===== config.mk =====
export PLATFORM = sky130hd
export DESIGN_NAME = tpis_ctrl
export DESIGN_NICKNAME = d
export VERILOG_FILES = /design/src/design/tpis_pkg.sv /design/src/design/tpis_ctrl.sv
export SDC_FILE = /design/constraint.sdc
export NUM_CORES = 1
export LEC_CHECK = 0
export BUFFER_PORTS_ARGS = -buffer_cell sky130_fd_sc_hd__buf_2
export CAP_MARGIN = 0
export CORE_MARGIN = 10
export CORE_UTILIZATION = 46
export DETAILED_ROUTE_END_ITERATION = 10
export GPL_TIMING_DRIVEN = 0
export PLACE_DENSITY = 0.81
export SLEW_MARGIN = 20
export SYNTH_ARGS = -nofsm -noshare
export SYNTH_HDL_FRONTEND = slang
export SYNTH_SLANG_ARGS = --single-unit

===== constraint.sdc =====
create_clock -name clk -period 2.2 [get_ports clk]
set_input_delay 0.44 -clock clk [delete_from_list [all_inputs] [get_ports clk]]
set_output_delay 0.44 -clock clk [all_outputs]
set_load 0.02 [all_outputs]

===== src/design/tpis_pkg.sv =====
// ----------------------------------------------------------------------------
// tpis_pkg
// Shared types and constants for the tabular pdf inverse sampler.
// ----------------------------------------------------------------------------
`default_nettype none

package tpis_pkg;

	localparam int TABLE_DEPTH = 256;
	localparam int IDX_W       = 8;
	localparam int CNT_W       = 9;
	localparam int VALUE_WIDTH = 32;

	// Q1.31 cdf constants; tolerances in LSB
	localparam logic [31:0] CDF_ONE   = 32'h8000_0000;
	localparam logic [31:0] TOL_SMALL = 32'd21;
	localparam logic [31:0] TOL_LARGE = 32'd2147;

	localparam logic REQ_LOAD   = 1'b0;
	localparam logic REQ_SAMPLE = 1'b1;

	localparam logic [1:0] STAT_OK        = 2'd0;
	localparam logic [1:0] STAT_BAD_TABLE = 2'd1;
	localparam logic [1:0] STAT_BAD_STATE = 2'd2;

	localparam logic [1:0] MODE_DISCRETE = 2'd0;
	localparam logic [1:0] MODE_HIST     = 2'd1;
	localparam logic [1:0] MODE_LINLIN   = 2'd2;

	localparam logic [1:0] CFG_POINT_COUNT    = 2'd0;
	localparam logic [1:0] CFG_DISCRETE_COUNT = 2'd1;
	localparam logic [1:0] CFG_INTERP_MODE    = 2'd2;

	typedef enum logic [3:0] {
		S_IDLE, S_LOAD, S_CHECK, S_SCAN, S_DECIDE, S_FETCH1, S_FETCH2, S_PREP,
		S_MUL_SQ, S_DIV_Q, S_DISC, S_SQRT, S_DEN, S_DIV_OFF, S_DIV_HIST, S_EMIT
	} state_t;

	typedef enum logic [2:0] {
		RES_BAD_TABLE, RES_BAD_STATE, RES_HIT, RES_LAST, RES_CONT
	} res_t;

	typedef enum logic [1:0] {DIV_HIST, DIV_SLOPE, DIV_OFF} div_sel_t;

	typedef enum logic [1:0] {RD_SCAN, RD_LO, RD_HI} rd_sel_t;

	typedef struct packed {
		logic     capture;
		logic     load;
		logic     scan_start;
		logic     scan_run;
		rd_sel_t  rd_sel;
		logic     lo_fix;
		logic     fetch_lo;
		logic     fetch_hi;
		logic     mul_prod;
		logic     mul_sq;
		logic     div_start;
		div_sel_t div_sel;
		logic     make_disc;
		logic     sqrt_start;
		logic     make_den;
		logic     take_quot;
		logic     off_zero;
		logic     emit;
		res_t     res;
	} cmd_t;

	typedef struct packed {
		logic quick_bad;
		logic scan_done;
		logic scan_bad;
		logic hit;
		logic all_disc;
		logic prob_pos;
		logic use_hist;
		logic p0_zero;
		logic w_zero;
		logic falls;
		logic disc_neg;
		logic den_zero;
		logic div_done;
		logic sqrt_done;
	} stat_t;

endpackage

`default_nettype wire


===== src/design/tpis_ctrl.sv =====
// ----------------------------------------------------------------------------
// tpis_ctrl
// Sequencer for load and sample requests; owns the channel handshakes.
// ----------------------------------------------------------------------------
`default_nettype none

module tpis_ctrl import tpis_pkg::*; (
	input  wire logic  clk,
	input  wire logic  arst_n,
	input  wire logic  in_valid,
	output logic       in_ready,
	input  wire logic  req_type,
	output logic       out_valid,
	input  wire logic  out_ready,
	output cmd_t       cmd,
	input  wire stat_t stat
);

	state_t state_q, state_d;
	res_t   res_q, res_d;
	logic   out_valid_q;
	logic   out_free;

	assign out_free = !out_valid_q || out_ready;

	// state register and result code
	always_ff @(posedge clk or negedge arst_n) begin
		if (!arst_n) begin
			state_q     <= S_IDLE;
			res_q       <= RES_BAD_TABLE;
			out_valid_q <= 1'b0;
		end else begin
			state_q <= state_d;
			res_q   <= res_d;
			if (cmd.emit)
				out_valid_q <= 1'b1;
			else if (out_ready)
				out_valid_q <= 1'b0;
		end
	end

	// next state and commands
	always_comb begin
		state_d     = state_q;
		res_d       = res_q;
		cmd         = '0;
		cmd.rd_sel  = RD_SCAN;
		cmd.div_sel = DIV_HIST;
		cmd.res     = res_q;
		in_ready    = 1'b0;
		case (state_q)
			S_IDLE: begin
				in_ready = 1'b1;
				if (in_valid) begin
					cmd.capture = 1'b1;
					state_d     = (req_type == REQ_SAMPLE) ? S_CHECK : S_LOAD;
				end
			end
			S_LOAD: begin
				cmd.load = 1'b1;
				state_d  = S_IDLE;
			end
			S_CHECK: begin
				if (stat.quick_bad) begin
					res_d   = RES_BAD_TABLE;
					state_d = S_EMIT;
				end else begin
					cmd.scan_start = 1'b1;
					state_d        = S_SCAN;
				end
			end
			S_SCAN: begin
				cmd.scan_run = 1'b1;
				if (stat.scan_done)
					state_d = S_DECIDE;
			end
			S_DECIDE: begin
				cmd.rd_sel = RD_LO;
				cmd.lo_fix = 1'b1;
				if (stat.scan_bad) begin
					res_d   = RES_BAD_TABLE;
					state_d = S_EMIT;
				end else if (stat.hit) begin
					res_d   = RES_HIT;
					state_d = S_EMIT;
				end else if (stat.all_disc) begin
					res_d   = RES_LAST;
					state_d = S_EMIT;
				end else begin
					state_d = S_FETCH1;
				end
			end
			S_FETCH1: begin
				cmd.rd_sel   = RD_HI;
				cmd.fetch_lo = 1'b1;
				state_d      = S_FETCH2;
			end
			S_FETCH2: begin
				cmd.fetch_hi = 1'b1;
				state_d      = S_PREP;
			end
			S_PREP: begin
				res_d = RES_CONT;
				if (!stat.prob_pos) begin
					cmd.off_zero = 1'b1;
					state_d      = S_EMIT;
				end else if (stat.use_hist) begin
					if (stat.p0_zero) begin
						res_d   = RES_BAD_STATE;
						state_d = S_EMIT;
					end else begin
						cmd.div_start = 1'b1;
						cmd.div_sel   = DIV_HIST;
						state_d       = S_DIV_HIST;
					end
				end else if (stat.w_zero) begin
					if (stat.falls) begin
						res_d = RES_BAD_STATE;
					end else begin
						cmd.off_zero = 1'b1;
					end
					state_d = S_EMIT;
				end else begin
					cmd.mul_prod = 1'b1;
					state_d      = S_MUL_SQ;
				end
			end
			S_MUL_SQ: begin
				cmd.mul_sq    = 1'b1;
				cmd.div_start = 1'b1;
				cmd.div_sel   = DIV_SLOPE;
				state_d       = S_DIV_Q;
			end
			S_DIV_Q: begin
				cmd.div_sel = DIV_SLOPE;
				if (stat.div_done) begin
					cmd.make_disc = 1'b1;
					state_d       = S_DISC;
				end
			end
			S_DISC: begin
				if (stat.disc_neg) begin
					res_d   = RES_BAD_STATE;
					state_d = S_EMIT;
				end else begin
					cmd.sqrt_start = 1'b1;
					state_d        = S_SQRT;
				end
			end
			S_SQRT: begin
				if (stat.sqrt_done) begin
					cmd.make_den = 1'b1;
					state_d      = S_DEN;
				end
			end
			S_DEN: begin
				if (stat.den_zero) begin
					res_d   = RES_BAD_STATE;
					state_d = S_EMIT;
				end else begin
					cmd.div_start = 1'b1;
					cmd.div_sel   = DIV_OFF;
					state_d       = S_DIV_OFF;
				end
			end
			S_DIV_OFF: begin
				cmd.div_sel = DIV_OFF;
				if (stat.div_done) begin
					cmd.take_quot = 1'b1;
					state_d       = S_EMIT;
				end
			end
			S_DIV_HIST: begin
				if (stat.div_done) begin
					cmd.take_quot = 1'b1;
					state_d       = S_EMIT;
				end
			end
			S_EMIT: begin
				if (out_free) begin
					cmd.emit = 1'b1;
					state_d  = S_IDLE;
				end
			end
			default: state_d = S_IDLE;
		endcase
	end

	assign out_valid = out_valid_q;

endmodule

`default_nettype wire


==> out/results.ini <==
[outcome]
status=finished clean

[worst_setup_path]
arrival_ns=1.63
path_class=reg2out
critPathMaxStageDelay_ns=0.35
path_cells=clkbuf_4 -> nor2b_4 -> nand3_2 -> o32ai_2 -> buf_2
worstPathRequired_ns=1.76
crit_buf_inv=2
cp_slowest_cell=dfrtp_1
startpoint_type=flop
end_kind=primary output
worstPathMaxFanout=10
cp_top_family=buffers and inverters

[place]
post-place-ws_ns=0.218
numPortBuffers=43
gp_congestion=0.956
dpl_cell_area_um2=1170
dp_hpwl_mm=2.41

[yosys]
synthXorXnorAreaFrac=0.00955
syn_avg_cell_area_um2=7.64
yosys.area.top_type_share=0.218
synth_compound_area_frac=0.246
ys_ff_latch=8
synth_top_family_by_area=simple AND/OR/NAND/NOR gates
synthesis.area_um2=917
ys_warn_count=0
synth_adder_area_share=0
netlist_instances=120
async_flop_share=1.00
synth_edf_count=0
synth.area.top_cells=dfrtp_1, nor2_1, nand2b_1, nor2b_1, buf_2
synth_area_leader_cell=dfrtp_1
synth_ff_type=dfrtp_1
syn_nets=139
yosys.area_share.simple=0.378
synth_seq_area_share=0.218
synth.distinct_cells=42
synth_mux_area_frac=0.0450

[global_route]
use_met3=0.0584
gr-usage-met2=0.227
grtUsageTotal=0.139
grt_first_pass_wirelength_mm=4.86
grt_max_degree=20
grt_pass1_vias=1036
overflow=0
use_met1=0.170
grt.busiest_layer=met2
antenna_found_initial=0

[power_and_ir_drop]
clkPwrFrac=0.071
p_leak_nw=0.577
intPower_mw=0.726
switching_share=0.528
power_switching_mw=0.811
p_total_mw=1.54
ir_worst_vdd_mv=0.898
p_seq_frac=0.156
p_comb_frac=0.774
p_per_area_nw_per_um2=1270

[routing]
ant_nets=0
firstDrtPassIters=4
drt_iter0_markers=54
vias=1042
drc=0
wl_per_cell_um=15.3
wl_mm=2.93
via_per_inst=5.43

[final_layout]
nFillCells=199
n_antenna_cell=0
nets=186
layout_common_cells=buf_2, nor2_1, nand2_1, dfrtp_1, nand2b_1
final_common_cell=buf_2
final_area_um2=1210
syn_to_final_growth_pct=31.5
drive_gt1_frac=0.436

[sta]
finalSetupViolCount=0
setup-tns-final_ns=0
rsz0062_at_grt=false
hold_viol=0
skew_ns=0.00235
maxSlewHeadroom=0.721
slew_viol_final=0
fin_ws_ns=0.134
max_freq_mhz=484
post-route-period-util=0.939
tightest_slew_ns=0.415
period_needed_ns=2.07

[cts]
clk_latency_ns=0.25
cts_buffers=3
cts.sinks=8
cts.path.max_buffers=2
cts_root_buf=clkbuf_4
postCtsSetupRepairBufs=0
hold_buffers=0
cts_tree=built
htree_levels=1
path_clk_slew_ns=0.05

[die]
die_x_um=64.7
core_um2=1920
start_util=0.477
rows=16
boundaryPins=44
die_area_um2=4180
chipHeight_um=64.7

[job]
max-cap-violations=0

[worst_hold_path]
min_path_type=in2async

==> area by class of cell <==
type	count	area [µm²]	area share
timing repair buffer	43	215	0.178
multi-input combinational	95	642	0.532
tap	27	33.8	0.0280
inverter	6	22.5	0.0187
clock buffer	3	22.5	0.0187
sequential	8	200	0.166
buffer	10	70.1	0.0581
==> synth_stat cells, types with 2 or more instances <==
library cell,n
a211oi_1,2
a21oi_1,5
a21oi_2,2
a22oi_1,2
buf_2,7
buf_4,2
buf_6,2
dfrtp_1,8
inv_1,6
mux2_4,2
nand2_1,8
nand2b_1,7
nand3_1,4
nand4b_1,2
nor2_1,15
nor2b_1,6
nor3_1,6
nor3_2,2
o21ai_0,6
o21ai_1,2
o22ai_1,2
o31ai_1,2
==> cell families after synthesis <==
group	count (synthesis)
AO/OA/AOI/OAI	30
XOR/XNOR	1
buffers and inverters	17
flip-flops	8
multiplexers	3
AND/OR/NAND/NOR	61
==> sequential cells by signal, indices dropped and copies added, names as in the netlist <==
signal and cells:
out_valid 1, state_q 4, res_q 3
==> per-stage QoR <==
step	hold WS, ns	std cells	utilization
after floorplan	0.144	120	-
after global placement	0.287	190	0.607
after detailed placement	0.292	190	0.607
after CTS	0.0183	192	0.620
after global routing	0.0100	192	0.628
final	0.0231	192	0.628
==> power groups by stage <==
stage          combinational, mW  clock [mW]  sequential (mW)
2_1_floorplan              0.857           0            0.260
3_3_place_gp                1.14           0            0.238
3_5_place_dp                1.16           0            0.242
4_1_cts                     1.17       0.116            0.239
5_1_grt                     1.31       0.130            0.247
6_report                    1.19       0.108            0.240
==> layer usage <==
metal | vias up | share of wire | wire length (µm)
li1 | 519 | - | -
met1 | 485 | 0.43 | 1270
met2 | 38 | 0.49 | 1450
met3 | 0 | 0.073 | 215
met4 | 0 | 0 | 0
met5 | - | 0 | 0
==> repair_timing <==
action,4_1_cts,5_1_grt
resized for setup,2,3
pin swaps,0,0
endpoints found under the setup margin,1,2
gates cloned,0,0
==> path summary, 6_finish.rpt <==
| kind | to | cells after the start | slack, ns | from |
|---|---|---|---|---|
| setup / recovery | cmd[11] | 5 | 0.13 | state_q[2] |
| hold / removal | state_q[2] | 1 | 0.02 | arst_n |
| setup reg to reg | res_q[1] | 5 | 0.32 | state_q[0] |
| hold reg to reg | res_q[1] | 1 | 0.51 | res_q[1] |
| max in group asynchronous | state_q[3] | 1 | 2.01 | arst_n |
| min in group clk | res_q[1] | 1 | 0.51 | res_q[1] |
Power figures use the tool's default switching activity.
